## config.mk

```make
export PLATFORM = sky130hd
export DESIGN_NAME = vdlc_back
export DESIGN_NICKNAME = d
export VERILOG_FILES = /design/src/rtl/core/vdlc_pkg.sv /design/src/rtl/core/vdlc_back.sv
export SDC_FILE = /design/constraint.sdc
export NUM_CORES = 2
export LEC_CHECK = 0
export BUFFER_PORTS_ARGS = -buffer_cell sky130_fd_sc_hd__buf_4
export CAP_MARGIN = 20
export CORE_UTILIZATION = 40
export DETAILED_ROUTE_END_ITERATION = 7
export PLACE_DENSITY = 0.56
export SYNTH_ARGS = -nofsm -noshare
export SYNTH_HDL_FRONTEND = slang
export SYNTH_SLANG_ARGS = --single-unit
export TNS_END_PERCENT = 10
```

## constraint.sdc

```tcl
create_clock -name clk_i -period 9.2 [get_ports clk_i]
set_input_delay 1.38 -clock clk_i [delete_from_list [all_inputs] [get_ports clk_i]]
set_output_delay 1.38 -clock clk_i [all_outputs]
set_load 0.005 [all_outputs]
```

## src/rtl/core/vdlc_pkg.sv

```systemverilog
// Shared constants and types of the vector distance block.
`timescale 1ns / 1ps
package vdlc_pkg;
  localparam int unsigned MaxDimDefault = 1024;
  localparam int unsigned ElemW = 16;
  localparam int unsigned DistW = 22;
  localparam int unsigned SsdW = 43;
  localparam int unsigned DotW = 42;
  localparam int unsigned NormW = 41;
  localparam int unsigned QDepth = 2;
  localparam logic [0:0] RegMetric = 1'b0;
  localparam logic [21:0] L2Max = 22'd2097152;
  localparam logic [21:0] OneQ15 = 22'd32768;

  // Finished accumulation handed from the front part to the back part.
  typedef struct packed {
    logic [SsdW-1:0]  ssd;
    logic [DotW-1:0]  dot;
    logic [NormW-1:0] na;
    logic [NormW-1:0] nb;
    logic             sat;
    logic             metric;
  } vdlc_job_t;
endpackage

```

## src/rtl/core/vdlc_back.sv

```systemverilog
// Back part: iterative square roots; cosine adds mul and restoring divide.
`timescale 1ns / 1ps
module vdlc_back import vdlc_pkg::*; (
  input  logic             clk_i,
  input  logic             rst_ni,
  input  logic             job_valid_i,
  output logic             job_ready_o,
  input  vdlc_job_t        job_i,
  output logic             res_valid_o,
  input  logic             res_ready_i,
  output logic [DistW-1:0] distance_o,
  output logic             zero_norm_o,
  output logic             saturated_o
);
  localparam logic [2:0] StIdle = 3'd0;
  localparam logic [2:0] StSqrt = 3'd1;
  localparam logic [2:0] StMul  = 3'd2;
  localparam logic [2:0] StDiv  = 3'd3;
  localparam logic [2:0] StFin  = 3'd4;
  localparam logic [2:0] StOut  = 3'd5;
  localparam int unsigned RW = 22;
  localparam int unsigned DivW = 57;

  logic [2:0] st_q;
  logic [5:0] it_q;
  logic       sel_q;     // which root: 0 first, 1 second
  logic       metric_q, sat_q, neg_q;
  logic [SsdW:0] rad_q;   // remaining radicand, even width
  logic [RW-1:0] root_q, ra_q;
  logic [SsdW:0] rem_q;
  logic [43:0] den_q;
  logic [DivW-1:0] num_q;
  logic [44:0] drem_q;
  logic [NormW-1:0] nb_q;
  logic [DotW-1:0] mag_q;

  // One root bit per cycle, two radicand bits shifted in.
  logic [SsdW+2:0] trial;
  logic [SsdW+2:0] rsh;
  assign rsh = {rem_q[SsdW:0], rad_q[SsdW:SsdW-1]};
  assign trial = rsh - {(SsdW+3-RW-2)'(0), root_q, 2'b01};

  logic [45:0] dtrial;
  assign dtrial = {drem_q, num_q[DivW-1]} - {2'b0, den_q};

  logic [DotW-1:0] dot_abs;
  assign dot_abs = job_i.dot[DotW-1] ? -job_i.dot : job_i.dot;

  always_ff @(posedge clk_i or negedge rst_ni) begin
    if (!rst_ni) begin
      st_q <= StIdle;
      it_q <= '0;
    end else begin
      unique case (st_q)
        StIdle: begin
          if (job_valid_i) begin
            st_q <= StSqrt;
            it_q <= 6'd22;
          end
        end
        StSqrt: begin
          it_q <= it_q - 1'b1;
          if (it_q == 6'd1) begin
            if (!metric_q || sel_q) begin
              st_q <= metric_q ? StMul : StFin;
            end else begin
              it_q <= 6'd22;
            end
          end
        end
        StMul: begin
          st_q <= StDiv;
          it_q <= 6'(DivW);
        end
        StDiv: begin
          it_q <= it_q - 1'b1;
          if (it_q == 6'd1) begin
            st_q <= StFin;
          end
        end
        StFin: st_q <= StOut;
        StOut: begin
          if (res_ready_i) begin
            st_q <= StIdle;
          end
        end
        default: st_q <= StIdle;
      endcase
    end
  end

  assign job_ready_o = st_q == StIdle;
  assign res_valid_o = st_q == StOut;

  always_ff @(posedge clk_i) begin
    unique case (st_q)
      StIdle: begin
        metric_q <= job_i.metric;
        sat_q    <= job_i.sat;
        neg_q    <= job_i.dot[DotW-1];
        mag_q    <= dot_abs;
        nb_q     <= job_i.nb;
        sel_q    <= 1'b0;
        rad_q    <= job_i.metric ? (SsdW+1)'(job_i.na) : {1'b0, job_i.ssd};
        rem_q    <= '0;
        root_q   <= '0;
      end
      StSqrt: begin
        rad_q <= {rad_q[SsdW-2:0], 2'b00};
        if (!trial[SsdW+2]) begin
          rem_q  <= trial[SsdW:0];
          root_q <= {root_q[RW-2:0], 1'b1};
        end else begin
          rem_q  <= rsh[SsdW:0];
          root_q <= {root_q[RW-2:0], 1'b0};
        end
        if (it_q == 6'd1 && metric_q && !sel_q) begin
          sel_q  <= 1'b1;
          ra_q   <= {root_q[RW-2:0], !trial[SsdW+2]};
          rad_q  <= (SsdW+1)'(nb_q);
          rem_q  <= '0;
          root_q <= '0;
        end
      end
      StMul: begin
        den_q  <= 44'(ra_q) * 44'(root_q);
        num_q  <= {mag_q, 15'b0};
        drem_q <= '0;
      end
      StDiv: begin
        num_q <= {num_q[DivW-2:0], !dtrial[45]};
        drem_q <= dtrial[45] ? {drem_q[43:0], num_q[DivW-1]} : dtrial[44:0];
      end
      StFin: begin
        if (!metric_q) begin
          distance_o  <= (root_q > L2Max) ? L2Max : root_q;
          zero_norm_o <= 1'b0;
        end else if (den_q == '0) begin
          distance_o  <= OneQ15;
          zero_norm_o <= 1'b1;
        end else begin
          zero_norm_o <= 1'b0;
          if (num_q > DivW'(OneQ15)) begin
            distance_o <= neg_q ? 22'd65536 : 22'd0;
          end else begin
            distance_o <= neg_q ? OneQ15 + num_q[DistW-1:0] : OneQ15 - num_q[DistW-1:0];
          end
        end
        saturated_o <= sat_q;
      end
      default: ;
    endcase
  end
endmodule

```

==> results.json <==
{
  "outcome": "finished, final reports clean",
  "synth_top_area_share_pct": 31.3,
  "yosys.area.top_type": "edfxtp_1",
  "fp.dieW_microns": 307,
  "cp_max_fo": 13,
  "clkSlewWorstSetupHoldPaths_ps": 80,
  "fin_ws_ps": 1190,
  "place_hpwl_mm": 74.3,
  "critPathCapture": "den_q[42]",
  "root_buffer": "clkbuf_16",
  "drt_first_iter_violations": 1750,
  "grt_start_max_net_pins": 90,
  "worstSetupStartpoint": "ra_q[10]",
  "synthMuxAreaShare_pct": 1.24,
  "rr_endpoint": "den_q[42]",
  "cts_setup_buffers": 0,
  "async_reset_ff_share_pct": 2.26,
  "first_pass_iters": 6,
  "worstPathArrival_ps": 8350,
  "hp-class": "reg -> reg",
  "synth-seq-area-share_pct": 31.9,
  "fmax_ghz": 0.125,
  "cp-end-kind": "register",
  "reg2reg_depth": 23,
  "fin_skew_ps": 43.7,
  "cap_violations": 0,
  "cts_hold_buf": 0,
  "ant_nets": 0,
  "clock-sinks": 398,
  "grt.busiest_layer": "met2",
  "setup_viol": 0,
  "start_util_pct": 40.5,
  "yosysUniqueCellTypes": 71,
  "synth_common_cells": "526 x nand2_1, 500 x inv_1, 398 x fa_1",
  "post-route-period-util_pct": 87.1,
  "synthMostInstantiatedCell": "nand2_1",
  "gr-usage-met3_pct": 3.49,
  "reg2reg_from": "ra_q[10]",
  "use_met1_pct": 29.6,
  "detail_route.wl_per_cell_microns": 19.2,
  "synth_seq_cells": 398,
  "die_height_microns": 307,
  "post-route-util_pct": 45.4,
  "dieArea_sq_um": 94400,
  "core_area_sq_um": 91900,
  "tightest_slew_ps": 1050,
  "synth_compound_area_share_pct": 10.6,
  "numCtsBuffers": 49,
  "crit_required_ps": 9540,
  "via_per_inst": 5.22,
  "rsz0062_at_grt": "false",
  "num_rows": 111,
  "whs_ps": 428,
  "fin_setup_tns_ps": 0,
  "grt_remaining_overflow": 0,
  "yosysWarnings": 0,
  "place_congestion": 0.855,
  "cts_buffer_depth": 3,
  "synth-simple-area-share_pct": 16.0,
  "syn2layout_area_growth_pct": 12.1,
  "pre_cts_ws_ps": 1250,
  "yosys-top-cells-area": "edfxtp_1 31%, fa_1 21%, ha_1 7.9%, nand2_1 5.3%, inv_1 5.0%",
  "syn_area_sq_um": 37300,
  "hold_viol_final": 0,
  "clock_latency_ps": 630,
  "diodes": 0,
  "slew_headroom_pct": 29.8,
  "drive_gt1_share_pct": 9.69,
  "cts_resized": 0,
  "final_max_slew_viol_count": 0,
  "grt_use_met2_pct": 35.2,
  "fillerInstances": 8934,
  "cts_tree": "yes",
  "pin_count": 199,
  "reg2reg_slack_ps": 1190,
  "vias": 27147,
  "startpoint_type": "register",
  "synth_cells": 3801,
  "finalWirelength_mm": 99.8,
  "route.detailed.drc": 0,
  "antenna_found_initial": 1,
  "grt_pass1_wl_mm": 159,
  "syn-num-nets": 4606,
  "synth_edf_count": 389,
  "synthXorXnorAreaFrac_pct": 3.85,
  "grt_usage_pct": 21.5,
  "nets": 4719,
  "numPortBuffers": 198,
  "grt_pass1_vias": 27877,
  "synth_flop_cell": "edfxtp_1",
  "synth_top_family_by_area": "adder cells",
  "synthAdderAreaFrac_pct": 29.2,
  "worstSetupPathType": "reg -> reg",
  "avgSynthCellArea_sq_um": 9.81,
  "htreeDepth": 2,
  "finalCriticalPeriod_ps": 8010
}
-- critical path, stage by stage (launching register included) --
cell and delay [ps]:
edfxtp_1 740, nand2_1 130, fa_1 490, fa_1 540, fa_1 500, inv_1 50, fa_1 460, ha_1 340
fa_1 540, inv_1 50, fa_1 530, inv_1 40, ha_1 250, or2_2 290, a311o_1 280, a31oi_1 260
o311ai_0 180, buf_4 180, a211oi_1 490, o21ai_0 370, a21oi_1 360, o21bai_1 190, a221oi_1 340, xnor2_1 100
-- cells in the final DEF (no fill, tap or decap), types with 5 or more instances in the layout --
cell type,instances
edfxtp_1,389
or4_4,5
o21a_1,13
buf_4,261
nand4_1,27
clkinv_2,10
clkbuf_1,7
a31oi_1,13
or2_2,6
o21bai_1,15
nand2_1,524
inv_6,6
xnor2_1,120
and2_1,250
mux2i_1,44
nand3_1,55
dfrtp_1,9
xor2_1,44
nor3_1,28
and3_1,34
fa_1,398
a21oi_1,225
o21ai_0,152
o211ai_1,7
o31ai_1,17
clkbuf_16,49
nor2b_1,53
a211oi_1,62
a221oi_1,5
nand2b_1,13
a21boi_0,5
nor2_1,126
ha_1,234
or4_1,10
a211o_1,8
a21o_1,63
or3_1,23
nor4_1,40
inv_1,500
-- cell type report --
cell class	count	area, sq um	area share, %
Multi-Input combinational cell	2702	22800	54.6
Sequential cell	398	11900	28.5
Timing Repair Buffer	262	1990	4.76
Inverter	501	1880	4.50
Tap cell	1243	1560	3.72
Clock buffer	58	1280	3.06
Clock inverter	33	368	0.880
-- registers in the layout, indices dropped and copies added (netlist names) --
signal	flops
st_q	3
sat_q	1
rem_q	44
den_q	44
sel_q	1
drem_q	45
neg_q	1
root_q	22
zero_norm_o	1
rad_q	44
num_q	57
nb_q	41
mag_q	42
saturated_o	1
ra_q	22
distance_o	22
metric_q	1
it_q	6
-- per-layer routing --
metal	routed length (microns)	vias up
li1	-	12905
met1	45100	13457
met2	46900	671
met3	5750	114
met4	2120	0
met5	0	-
-- worst min path at each step --
stage	startpoint	endpoint	depth (start not counted)
global route	sat_q	saturated_o	0
detailed placement	sat_q	saturated_o	0
finish	sat_q	saturated_o	0
floorplan	sat_q	saturated_o	0
global placement	sat_q	saturated_o	0
CTS	sat_q	saturated_o	0
-- per-stage QoR --
step | std cells | instance area, sq um
after global placement | 5105 | 40100
after CTS | 5197 | 41800
after detailed placement | 5106 | 40100
after floorplan | 3801 | 37300
final | 5197 | 41800
after global routing | 5197 | 41800
-- kinds of logic (layout without fill, tap and decap cells) --
kind of cell    Yosys count  in the layout
compound gates          639            639
xor+xnor                164            164
fa+ha+maj               632            632
buf+inv                 701            854
flops                   398            398
mux                      46             46
simple gates           1221           1221
Power is not shown: default switching activity piles up to over one toggle a cycle in this logic, so the estimate is an artifact.
