<file path="src/rtl/core/vdlc_pkg.sv">
// Shared constants and types of the vector distance block.
`timescale 1ns / 1ps
package vdlc_pkg;
  localparam int unsigned MaxDimDefault = 1024;
  localparam int unsigned ElemW = 16;
  localparam int unsigned DistW = 22;
  localparam int unsigned SsdW = 43;
  localparam int unsigned DotW = 42;
  localparam int unsigned NormW = 41;
  localparam int unsigned QDepth = 2;
  localparam logic [0:0] RegMetric = 1'b0;
  localparam logic [21:0] L2Max = 22'd2097152;
  localparam logic [21:0] OneQ15 = 22'd32768;

  // Finished accumulation handed from the front part to the back part.
  typedef struct packed {
    logic [SsdW-1:0]  ssd;
    logic [DotW-1:0]  dot;
    logic [NormW-1:0] na;
    logic [NormW-1:0] nb;
    logic             sat;
    logic             metric;
  } vdlc_job_t;
endpackage

</file>
<file path="src/rtl/core/vdlc_queue.sv">
// Short job queue between the front and back parts.
`timescale 1ns / 1ps
module vdlc_queue import vdlc_pkg::*; (
  input  logic      clk_i,
  input  logic      rst_ni,
  input  logic      wr_valid_i,
  output logic      wr_ready_o,
  input  vdlc_job_t wr_data_i,
  output logic      rd_valid_o,
  input  logic      rd_ready_i,
  output vdlc_job_t rd_data_o
);
  localparam int unsigned PtrW = $clog2(QDepth);
  vdlc_job_t     mem_q [QDepth];
  logic [PtrW-1:0] wp_q, rp_q;
  logic [PtrW:0]   cnt_q;
  logic wr, rd;

  assign wr_ready_o = cnt_q != (PtrW+1)'(QDepth);
  assign rd_valid_o = cnt_q != '0;
  assign rd_data_o  = mem_q[rp_q];
  assign wr = wr_valid_i && wr_ready_o;
  assign rd = rd_valid_o && rd_ready_i;

  always_ff @(posedge clk_i) begin
    if (wr) begin
      mem_q[wp_q] <= wr_data_i;
    end
  end

  always_ff @(posedge clk_i or negedge rst_ni) begin
    if (!rst_ni) begin
      wp_q  <= '0;
      rp_q  <= '0;
      cnt_q <= '0;
    end else begin
      if (wr) begin
        wp_q <= wp_q + 1'b1;
      end
      if (rd) begin
        rp_q <= rp_q + 1'b1;
      end
      cnt_q <= cnt_q + (PtrW+1)'(wr) - (PtrW+1)'(rd);
    end
  end
endmodule

</file>
<file path="config.mk">
export PLATFORM = sky130hd
export DESIGN_NAME = vdlc_queue
export DESIGN_NICKNAME = d
export VERILOG_FILES = /design/src/rtl/core/vdlc_pkg.sv /design/src/rtl/core/vdlc_queue.sv
export SDC_FILE = /design/constraint.sdc
export NUM_CORES = 1
export LEC_CHECK = 0
export BUFFER_PORTS_ARGS = -buffer_cell sky130_fd_sc_hd__buf_2
export CAP_MARGIN = 20
export CORE_AREA = 8 8 170 172
export CTS_BUF_LIST = sky130_fd_sc_hd__clkbuf_4 sky130_fd_sc_hd__clkbuf_8 sky130_fd_sc_hd__clkbuf_16
export DETAILED_ROUTE_END_ITERATION = 12
export DIE_AREA = 0 0 178 180
export MAX_ROUTING_LAYER = met4
export PLACE_DENSITY = 0.75
export SYNTH_ARGS = -nofsm -noshare
export SYNTH_HDL_FRONTEND = slang
export SYNTH_SLANG_ARGS = --single-unit
export TNS_END_PERCENT = 1
</file>
<file path="constraint.sdc">
create_clock -name clk_i -period 9.95 [get_ports clk_i]
set_input_delay 0.995 -clock clk_i [delete_from_list [all_inputs] [get_ports clk_i]]
set_output_delay 0.995 -clock clk_i [all_outputs]
set_load 0.01 [all_outputs]
</file>
==> results of run 1 <==
==> state kept, by name (all words and copies together), names as in the netlist <==
name / count
cnt_q: 2
wp_q: 1
mem_q: 338
rp_q: 1
==> cell families after synthesis <==
family | count (synthesis) | share of synthesized area, %
AO/OA/AOI/OAI | 4 | 0.244
XOR/XNOR | 3 | 0.205
adder cells (fa/ha/maj) | 1 | 0.0976
buffers and inverters | 19 | 1.33
flip-flops | 342 | 80.0
multiplexers | 169 | 17.8
AND/OR/NAND/NOR | 10 | 0.381
==> worst register-to-register path: cells and delay by family, from the launching register on <==
kind                   cells  cell delay [ps]
flip-flops                 1              440
AND/OR/NAND/NOR            3              430
buffers and inverters      2             1350
==> Yosys cell counts, types with 2 or more instances <==
cell type,instances
buf_2,7
buf_6,12
dfrtp_1,4
edfxtp_1,338
mux2_2,69
mux2_4,100
nand2_1,2
nor2_1,3
xnor2_1,3
==> how the worst max path moves through the flow <==
stage                          to  slack, ps  cells after the start
floorplan             mem_q[0][0]       1170                      2
global placement    rd_data_o[16]       6330                      3
detailed placement  rd_data_o[16]       6350                      3
CTS                 rd_data_o[34]       5800                      3
global route        rd_data_o[24]       5710                      3
finish              rd_data_o[16]       5880                      3
==> metrics by stage <==
stage,worst slack [ps],cell area (µm²),power (µW),utilization (%)
2_1_floorplan,1170,12800,3150,-
3_3_place_gp,6330,14900,3580,56.4
3_5_place_dp,6350,14900,3600,56.4
4_1_cts,5800,16000,4930,60.9
5_1_grt,5710,16100,5070,60.9
6_report,5880,16100,4850,60.9
==> power by group <==
group | internal [µW] | leakage (µW) | switching (µW)
logic | 700 | 0.00252 | 734
clock network | 788 | 0.000571 | 526
registers | 1970 | 0.00319 | 125
total | 3460 | 0.00629 | 1390
==> metal layers <==
layer	vias up	share of wire [%]	global-route usage, %
met5	-	0	-
met4	0	2.5	5.44
met3	52	12	6.56
met2	299	48	26.0
met1	3037	38	17.9
li1	2951	-	-
==> area by class of cell <==
type	instances	area, µm²	area share, %
Sequential cell	342	10300	63.8
Clock buffer	37	891	5.55
Timing Repair Buffer	350	1770	11.0
Antenna cell	10	25.0	0.156
Multi-Input combinational cell	187	2410	15.0
Tap cell	341	427	2.66
Clock inverter	27	285	1.78
==> impl_results.md, run 1 <==
- Status: finished, final reports clean
- Synth Flop Type: edfxtp_1
- Routed WL: 26.3 mm
- Clock Latency Late Sink: 510 ps
- Reg2reg end: mem_q[0][128]
- Residual DRC: 0
- Clk sinks: 342
- Most frequent cells in the layout: buf_2 (343), edfxtp_1 (338), mux2_4 (100)
- Clk slew on worst S/H paths: 70 ps
- Minimum clock period: roughly 4000 ps
- Hold Path Class: input port to asynchronous set/reset pin
- Starting DRT DRC Count: 445
- Worst r2r path cells: 5
- CTS H-Tree Depth: 2
- Final nets: roughly 1.1k
- CTS tree: built
- Critical Path AT: roughly 3100 ps
- Max clock buf depth: 3
- Die area: roughly 0.032 mm²
- Synthesized flop and latch total: between 300 and 400
- Pins Over Slew Limit: 0
- Worst-margin pin slew: approximately 1000 ps
- WL/cell: between 20 and 25 µm
- Syn_area_per_cell: about 23 µm²
- Final setup fails: 0
- Setup crit start: rp_q
- Largest net degree at the start of global routing: 72
- Worst hold slack: around 290 ps
- IO Port Bufs: ~340
- Starting density of the core: approximately half
- Fmax: 0.246 GHz
- Final Hold Vio Count: 0
- Final Cycle Share: between 40% and 50%
- Slew margin rel.: approximately a third
- Final setup TNS: 0 ps
- # Max-Cap Violations: 0
- Mapped Cells: ~550
- Post-Syn Nets: 722
- Routability cong.: ~0.72
- Pre-antenna DRT Iters: 4
- Synth warnings: 0
- Top cells by area, synth: edfxtp_1 (79%), mux2_4 (12%), mux2_2 (6.1%), buf_6 (1.1%), dfrtp_1 (0.78%)
- P per Cell Area: just over 300 mW/mm²
- PostCTS Resize Cnt: 0
- Standard-cell rows: 60
- Worst path bufs/invs: 2
- Root Driver: clkbuf_16
- Post-synth ARST share: roughly 1.2%
- Placed Cells: around 1.2k
- Crit start category: flip-flop
- Remaining Overflow, GRT: 0
- Post-detail-place hpwl: 18.1 mm
- Non-filler cells in the finished layout: ~1.3k
- Routed vias: approximately 6.3k
- Worst r2r src: cnt_q[0]
- Core area: 0.0264 mm²
- Vias per cell: between 4 and 5
- Critical path's top delay family: buffers and inverters
- Io pins: about 340
- Post-CTS Setup Bufs: 0
- Total track usage: 16.1%
- Top cell type's share of synthesized area: between 70% and 80%
- RSZ-0062 raised after global routing: no
- Type of the worst setup path: flip-flop to output pin
- Slowest stage delay, CP: just under 1000 ps
- Initial antenna violation count: 9
- Cell Area, Synth: between 0.01 and 0.015 mm²
- Fillers: 1859
- Final ANT Viol Nets: 0
- Synth cell types: 19
- Top cell type by total area after synthesis: edfxtp_1
- Die Y: roughly 180 µm
- CTS Hold Bufs: 0
- Endpoint class of the critical path: output pin
- VDD IR-drop max: around 0.28 mV
- Critical path, cell by cell: buf_4, mux2_2, buf_2
- Chip width: approximately 180 µm
- Most common cell after layout, fill and taps aside: buf_2
- Clock Skew: between 15 and 20 ps
- Post-synth EDFFs: 338
- Share of post-route cells with drive strength above 1: 61.7%
- Area grow syn2layout: 25.3%
- Leakage power: 0.00629 µW
- CP max-delay cell: dfrtp_4
- Vias in the first global route: approximately 7.0k
- CTS buffer count: 35
- R2R setup slack: approximately 7300 ps
- Critical Path RT: ~9000 ps
- Crit-path max FO: 71
- First-pass GRT wire length: approximately 39 mm
- Post-synthesis sequential area ratio: 80.0%
No activity file was read; power rests on OpenSTA's default activity.
==> run 2, diff against run 1 <==
--- a/config.mk
+++ b/config.mk
@@ -7,12 +7,12 @@
 export LEC_CHECK = 0
 export BUFFER_PORTS_ARGS = -buffer_cell sky130_fd_sc_hd__buf_2
 export CAP_MARGIN = 20
-export CORE_AREA = 8 8 170 172
+export CORE_AREA = 8 8 175 177
 export CTS_BUF_LIST = sky130_fd_sc_hd__clkbuf_4 sky130_fd_sc_hd__clkbuf_8 sky130_fd_sc_hd__clkbuf_16
 export DETAILED_ROUTE_END_ITERATION = 12
-export DIE_AREA = 0 0 178 180
+export DIE_AREA = 0 0 183 185
 export MAX_ROUTING_LAYER = met4
-export PLACE_DENSITY = 0.75
+export PLACE_DENSITY = 0.74
 export SYNTH_ARGS = -nofsm -noshare
 export SYNTH_HDL_FRONTEND = slang
 export SYNTH_SLANG_ARGS = --single-unit
==> constraint.sdc (replaced) <==
create_clock -name clk_i -period 3.39 [get_ports clk_i]
set_input_delay 0.339 -clock clk_i [delete_from_list [all_inputs] [get_ports clk_i]]
set_output_delay 0.339 -clock clk_i [all_outputs]
set_load 0.01 [all_outputs]
==> run 2 against run 1 <==
Net effect:
- clock skew rose by 1.0 ps
- non-clock buffer count rose by 37
- die area rose by 5.7%
- largest power group unchanged
- design area rose by 3.4%
- wire length rose by 2.7%
==> impl_results.md, run 2 (synthesis gave the netlist of run 1 again) <==
- Minimum clock period: between 2000 and 3000 ps
- Final setup fails: 0 (unchanged)
- Hold Path Class: input port to flip-flop (was input port to asynchronous set/reset pin)
- # Max-Cap Violations: 0 (unchanged)
- Vias in the first global route: 7064 (was 6975)
- Final setup TNS: 0 ps (unchanged)
- Crit-path max FO: 37 (was 71)
- Largest register FFs: 338 (unchanged)
- First-pass GRT wire length: 39.2 mm (was 38.6 mm)
- Post-detail-place hpwl: 18.3 mm (was 18.1 mm)
- Crit path setup slack, layout: 735 ps (was 5880 ps)
- Max clock buf depth: 3 (unchanged)
- Dpl ws: 1210 ps (was 6350 ps)
- Starting density of the core: 45.6% (was 48.6%)
- Routed vias: 6572 (was 6339)
- Crit start category: flip-flop (unchanged)
- Pins Over Slew Limit: 0 (unchanged)
- Vias per cell: 4.80 (was 4.90)
- Standard-cell rows: 62 (was 60)
- Clk slew on worst S/H paths: 60 ps (was 70 ps)
- P per Cell Area: 874 mW/mm² (was 302 mW/mm²)
- Clk sinks: 342 (unchanged)
- Routability cong.: 0.796 (was 0.723)
- IO Port Bufs: 343 (unchanged)
- Fmax: 0.377 GHz
- Share of post-route cells with drive strength above 1: 60.8% (was 61.7%)
- Most frequent cells in the layout: buf_2 (343), edfxtp_1 (338), mux2_4 (100) (unchanged)
- Remaining Overflow, GRT: 0 (unchanged)
- VDD IR-drop max: 0.661 mV (was 0.283 mV)
- Final Cycle Share: between 70% and 80%
- Clock Latency Late Sink: 500 ps (was 510 ps)
- Starting DRT DRC Count: 352 (was 445)
- Placed Cells: 1273 (was 1220)
- Io pins: 344 (unchanged)
- Endpoint class of the critical path: output pin (unchanged)
- Pre-antenna DRT Iters: 6 (was 4)
- Critical Path RT: 3050 ps (was 8960 ps)
- Fillers: 2120 (was 1859)
- RSZ-0062 raised after global routing: no (unchanged)
- Type of the worst setup path: flip-flop to output pin (unchanged)
- Status: finished, final reports clean (unchanged)
- Worst path bufs/invs: 2 (unchanged)
- Core area: 0.0281 mm² (was 0.0264 mm²)
- Final ANT Viol Nets: 0 (unchanged)
- Final Hold Vio Count: 0 (unchanged)
- Largest net degree at the start of global routing: 90 (was 72)
- Slowest stage delay, CP: 900 ps (was 990 ps)
- CP max-delay cell: dfrtp_4 (unchanged)
- CTS buffer count: 36 (was 35)
- Largest regs: mem_q (338), cnt_q (2) (unchanged)
- Total track usage: 15.7% (was 16.1%)
- Routed WL: 27.0 mm (was 26.3 mm)
- Post-CTS Setup Bufs: 0 (unchanged)
- Slew margin rel.: 46.4% (was 31.9%)
- DP Area: 0.0151 mm² (was 0.0149 mm²)
- Critical path, cell by cell: buf_4, mux2_4, buf_2 (was buf_4, mux2_2, buf_2)
- Final nets: 1128 (was 1090)
- Root Driver: clkbuf_16 (unchanged)
- Clock Skew: 18.5 ps (was 17.4 ps)
- Die Y: 185 µm (was 180 µm)
- Top reg by flops: mem_q (unchanged)
- CTS H-Tree Depth: 2 (unchanged)
- CTS tree: built (unchanged)
- Critical path's top delay family: flip-flops (was buffers and inverters)
- Most common cell after layout, fill and taps aside: buf_2 (unchanged)
- Area grow syn2layout: 29.5% (was 25.3%)
- Non-filler cells in the finished layout: 1368 (was 1294)
- Die area: 0.0339 mm² (was 0.0320 mm²)
- Residual DRC: 0 (unchanged)
- Fin area: 0.0166 mm² (was 0.0161 mm²)
- WL/cell: 19.7 µm (was 20.3 µm)
- Worst hold slack: 30.2 ps (was 293 ps)
- Worst-margin pin slew: 804 ps (was 1020 ps)
- Chip width: 183 µm (was 178 µm)
- Critical Path AT: 2320 ps (was 3070 ps)
- Initial antenna violation count: 5 (was 9)
- Leakage power: 0.00652 µW (was 0.00629 µW)
## run 2: cell count changes in the layout (fill, tap and decap cells not counted), sizes merged
cell,delta
bufinv,-1
buf,+10
diode,-4
dlygate4sd3,+27
clkinvlp,-4
inv,-5
clkinv,-8
clkbuf,+16
## run 2: power by group
| group | internal, µW | switching [µW] |
|---|---|---|
| sequential | 5780 | 358 |
| combinational | 2230 | 2230 |
| clock | 2460 | 1460 |
| total | 10500 | 4050 |
## run 2: routing by layer
metal / global-route usage, % / vias to the layer above / wire, µm
met2: 26.1 / 290 / 13400
li1: - / 3014 / -
met1: 17.4 / 3214 / 10600
met5: - / - / 0
met4: 5.76 / 0 / 705
met3: 5.32 / 54 / 2300
## run 2: layout make-up
| cell class | instances | area, µm² | area share (%) |
|---|---|---|---|
| Clock buffer | 53 | 1060 | 6.38 |
| Clock inverter | 9 | 141 | 0.852 |
| Multi-Input combinational cell | 187 | 2420 | 14.6 |
| Timing Repair Buffer | 387 | 2230 | 13.4 |
| Antenna cell | 6 | 15.0 | 0.0904 |
| Tap cell | 384 | 480 | 2.89 |
| Sequential cell | 342 | 10300 | 61.8 |
## run 2: worst paths after layout
| kind | start | endpoint | slack, ps | cells after the start |
|---|---|---|---|---|
| worst max-delay path | rp_q | rd_data_o[57] | 740 | 3 |
| worst min-delay path | wr_data_i[11] | mem_q[1][11] | 30 | 1 |
| worst max register to register | cnt_q[0] | mem_q[1][58] | 1310 | 3 |
| worst min register to register | wp_q | wp_q | 550 | 1 |
| max in group asynchronous | rst_ni | rp_q | 3030 | 2 |
| min in group asynchronous | rst_ni | cnt_q[1] | 210 | 2 |
## run 2: metrics by stage
stage               utilization, %  total power, µW
global placement              53.8            10700
finish                        59.1            14500
detailed placement            53.8            10700
global route                  59.1            15200
floorplan                        -             9090
CTS                           59.0            14700
## run 2: repair_timing
action                    4_1_cts  5_1_grt
resized for setup               0        0
hold endpoints to repair       49        1
hold buffers                   26        1
==> run 3, diff against run 2 <==
==> constraint.sdc (replaced) <==
create_clock -name clk_i -period 2.1 [get_ports clk_i]
set_input_delay 0.21 -clock clk_i [delete_from_list [all_inputs] [get_ports clk_i]]
set_output_delay 0.21 -clock clk_i [all_outputs]
set_load 0.01 [all_outputs]
==> run 3 against run 2 <==
Net effect:
- the flow now finishes with violations (negative setup slack)
- power rose by 68%
- design area is 11% higher
- clock skew decreased by 2.7 ps
==> impl_results.md, run 3 (synthesis gave the netlist of run 1 again) <==
- WL/cell: 20.0 µm (was 19.7 µm)
- Most frequent cells in the layout: edfxtp_1 (338), buf_2 (272), dlygate4sd3_1 (171) (was buf_2 (343), edfxtp_1 (338), mux2_4 (100))
- First-pass GRT wire length: 44.4 mm (was 39.2 mm)
- Remaining Overflow, GRT: 0 (unchanged)
- Critical path, cell by cell: buf_16, mux2_2, buf_2 (was buf_4, mux2_4, buf_2)
- Area grow syn2layout: 43.6% (was 29.5%)
- Status: complete, but fails checks (was finished, final reports clean)
- GR Util met3: 5.36% (was 5.32%)
- Leakage power: 0.00721 µW (was 0.00652 µW)
- Worst r2r path cells: 4 (was 3)
- Setup crit start: rp_q (unchanged)
- Critical Path AT: 1940 ps (was 2320 ps)
- Final core occ: 65.5% (was 59.1%)
- RSZ-0062 raised after global routing: yes (was no)
- Layer with the highest usage: met2 (unchanged)
- Starting DRT DRC Count: 381 (was 352)
- Type of the worst setup path: flip-flop to output pin (unchanged)
- Critical Path RT: 1890 ps (was 3050 ps)
- Standard-cell rows: 62 (unchanged)
- Endpoint class of the critical path: output pin (unchanged)
- Most common cell after layout, fill and taps aside: edfxtp_1 (was buf_2)
- Fillers: 1842 (was 2120)
- CTS buffer count: 36 (unchanged)
- Fin area: 0.0184 mm² (was 0.0166 mm²)
- Clock Latency Late Sink: 500 ps (about the same)
- Starting density of the core: 45.6% (unchanged)
- Hold Path Class: input port to flip-flop (unchanged)
- Worst hold slack: 46.0 ps (was 30.2 ps)
- Clk sinks: 342 (unchanged)
- Placed Cells: 1265 (was 1273)
- Slowest stage delay, CP: 490 ps (was 900 ps)
- DP Area: 0.0151 mm² (about the same)
- Minimum clock period: roughly 2100 ps
- Crit start category: flip-flop (unchanged)
- Pins Over Slew Limit: 0 (unchanged)
- P per Cell Area: 1320 mW/mm² (was 874 mW/mm²)
- Final setup TNS: -532 ps (was 0 ps)
- Final nets: 1264 (was 1128)
- Residual DRC: 0 (unchanged)
- CTS tree: built (unchanged)
- Non-filler cells in the finished layout: 1506 (was 1368)
- Pre-antenna DRT Iters: 5 (was 6)
- IO Port Bufs: 343 (unchanged)
- Share of post-route cells with drive strength above 1: 52.2% (was 60.8%)
- Largest net degree at the start of global routing: 68 (was 90)
- Io pins: 344 (unchanged)
- # Max-Cap Violations: 0 (unchanged)
- Met1 Use GR: 19.1% (was 17.4%)
- Die area: 0.0339 mm² (unchanged)
- Failing checks: negative setup slack
- Top reg by flops: mem_q (unchanged)
- Final setup fails: 35 (was 0)
- CTS H-Tree Depth: 2 (unchanged)
- Reg2reg end: mem_q[0][97] (was mem_q[1][58])
- Register area: 0.0103 mm² (unchanged)
- Final Hold Vio Count: 0 (unchanged)
- Crit-path max FO: 62 (was 37)
- Routability cong.: 0.734 (was 0.796)
- R2R setup slack: 460 ps (was 1310 ps)
- Vias per cell: 4.78 (was 4.80)
- Fmax: roughly 0.47 GHz
- Final ANT Viol Nets: 0 (unchanged)
- Area occupied by multi-input gates: 0.00243 mm² (was 0.00242 mm²)
- Clk slew on worst S/H paths: 60 ps (about the same)
- Hold Path Origin: wr_valid_i (was wr_data_i[11])
- Worst-margin pin slew: 473 ps (was 804 ps)
- Die Y: 185 µm (unchanged)
- Root Driver: clkbuf_16 (unchanged)
- Clock Skew: 15.8 ps (was 18.5 ps)
- Routed WL: 30.2 mm (was 27.0 mm)
- M2 GR Usage: 29.6% (was 26.1%)
- Worst r2r src: cnt_q[0] (unchanged)
- WHS Path Cells: 3 (was 1)
- Initial antenna violation count: 6 (was 5)
- Final Cycle Share: 102%
- Core area: 0.0281 mm² (unchanged)
- Routed vias: 7206 (was 6572)
- VDD IR-drop max: 0.912 mV (was 0.661 mV)
- Slew margin rel.: 68.5% (was 46.4%)
- CP max-delay cell: dfrtp_4 (unchanged)
- Vias in the first global route: 8026 (was 7064)
- Worst Hold Endpoint: wp_q (was mem_q[1][11])
- Crit path setup slack, layout: -48.2 ps (was 735 ps)
- Largest regs: mem_q (338), cnt_q (2) (unchanged)
- Largest register FFs: 338 (unchanged)
- Max clock buf depth: 3 (unchanged)
- Total track usage: 17.4% (was 15.7%)
- Post-detail-place hpwl: 17.9 mm (was 18.3 mm)
- Chip width: 183 µm (unchanged)
run 3: cell count changes in the layout (fill, tap and decap cells not counted), sizes merged:
| cell | change |
|---|---|
| clkbuf | -9 |
| clkinvlp | +2 |
| buf | -8 |
| diode | +1 |
| dlygate4sd3 | +144 |
| inv | +3 |
| clkinv | +6 |
| bufinv | -1 |
run 3: where the power goes:
part,internal (µW),switching (µW),total (µW)
Clock,3690,2440,6130
Sequential,9320,424,9750
Combinational,4410,4050,8460
Total,17400,6910,24300
run 3: area by class of cell:
cell class,count,share of cell area [%]
Tap cell,384,2.61
Clock inverter,19,0.952
Antenna cell,7,0.0952
Timing Repair Buffer,523,22.1
Multi-Input combinational cell,187,13.2
Sequential cell,342,55.7
Clock buffer,44,5.32
run 3: how the worst max path moves through the flow:
| stage | end | slack [ps] | cells after the start |
|---|---|---|---|
| 2_1_floorplan | mem_q[0][0] | -1460 | 3 |
| 3_3_place_gp | mem_q[0][7] | 470 | 4 |
| 3_5_place_dp | mem_q[0][44] | 460 | 4 |
| 4_1_cts | rd_data_o[9] | -70 | 3 |
| 5_1_grt | rd_data_o[27] | -110 | 3 |
| 6_report | rd_data_o[24] | -50 | 3 |
run 3: timing repair:
item	4_1_cts	5_1_grt
setup endpoints to repair	97	122
hold endpoints to repair	343	0
gates resized for setup	44	31
hold buffers	171	0
buffers inserted	0	0
run 3: per-stage QoR:
step           setup WS (ps)  power [µW]
2_1_floorplan          -1460       14700
3_3_place_gp             473       17100
3_5_place_dp             464       17200
4_1_cts                -67.2       24100
5_1_grt                 -107       25400
6_report               -48.2       24300
run 3: layer usage:
metal	wire length (µm)	share of wire (%)	up-vias
li1	-	-	3280
met1	10900	36	3529
met2	15800	52	329
met3	2470	8.2	68
met4	973	3.2	0
met5	0	0	-
run 3: critical path: cells and delay by family, from the launching register on:
family	cells	cell delay [ps]
buffers and inverters	2	490
DFF	1	490
muxes	1	390
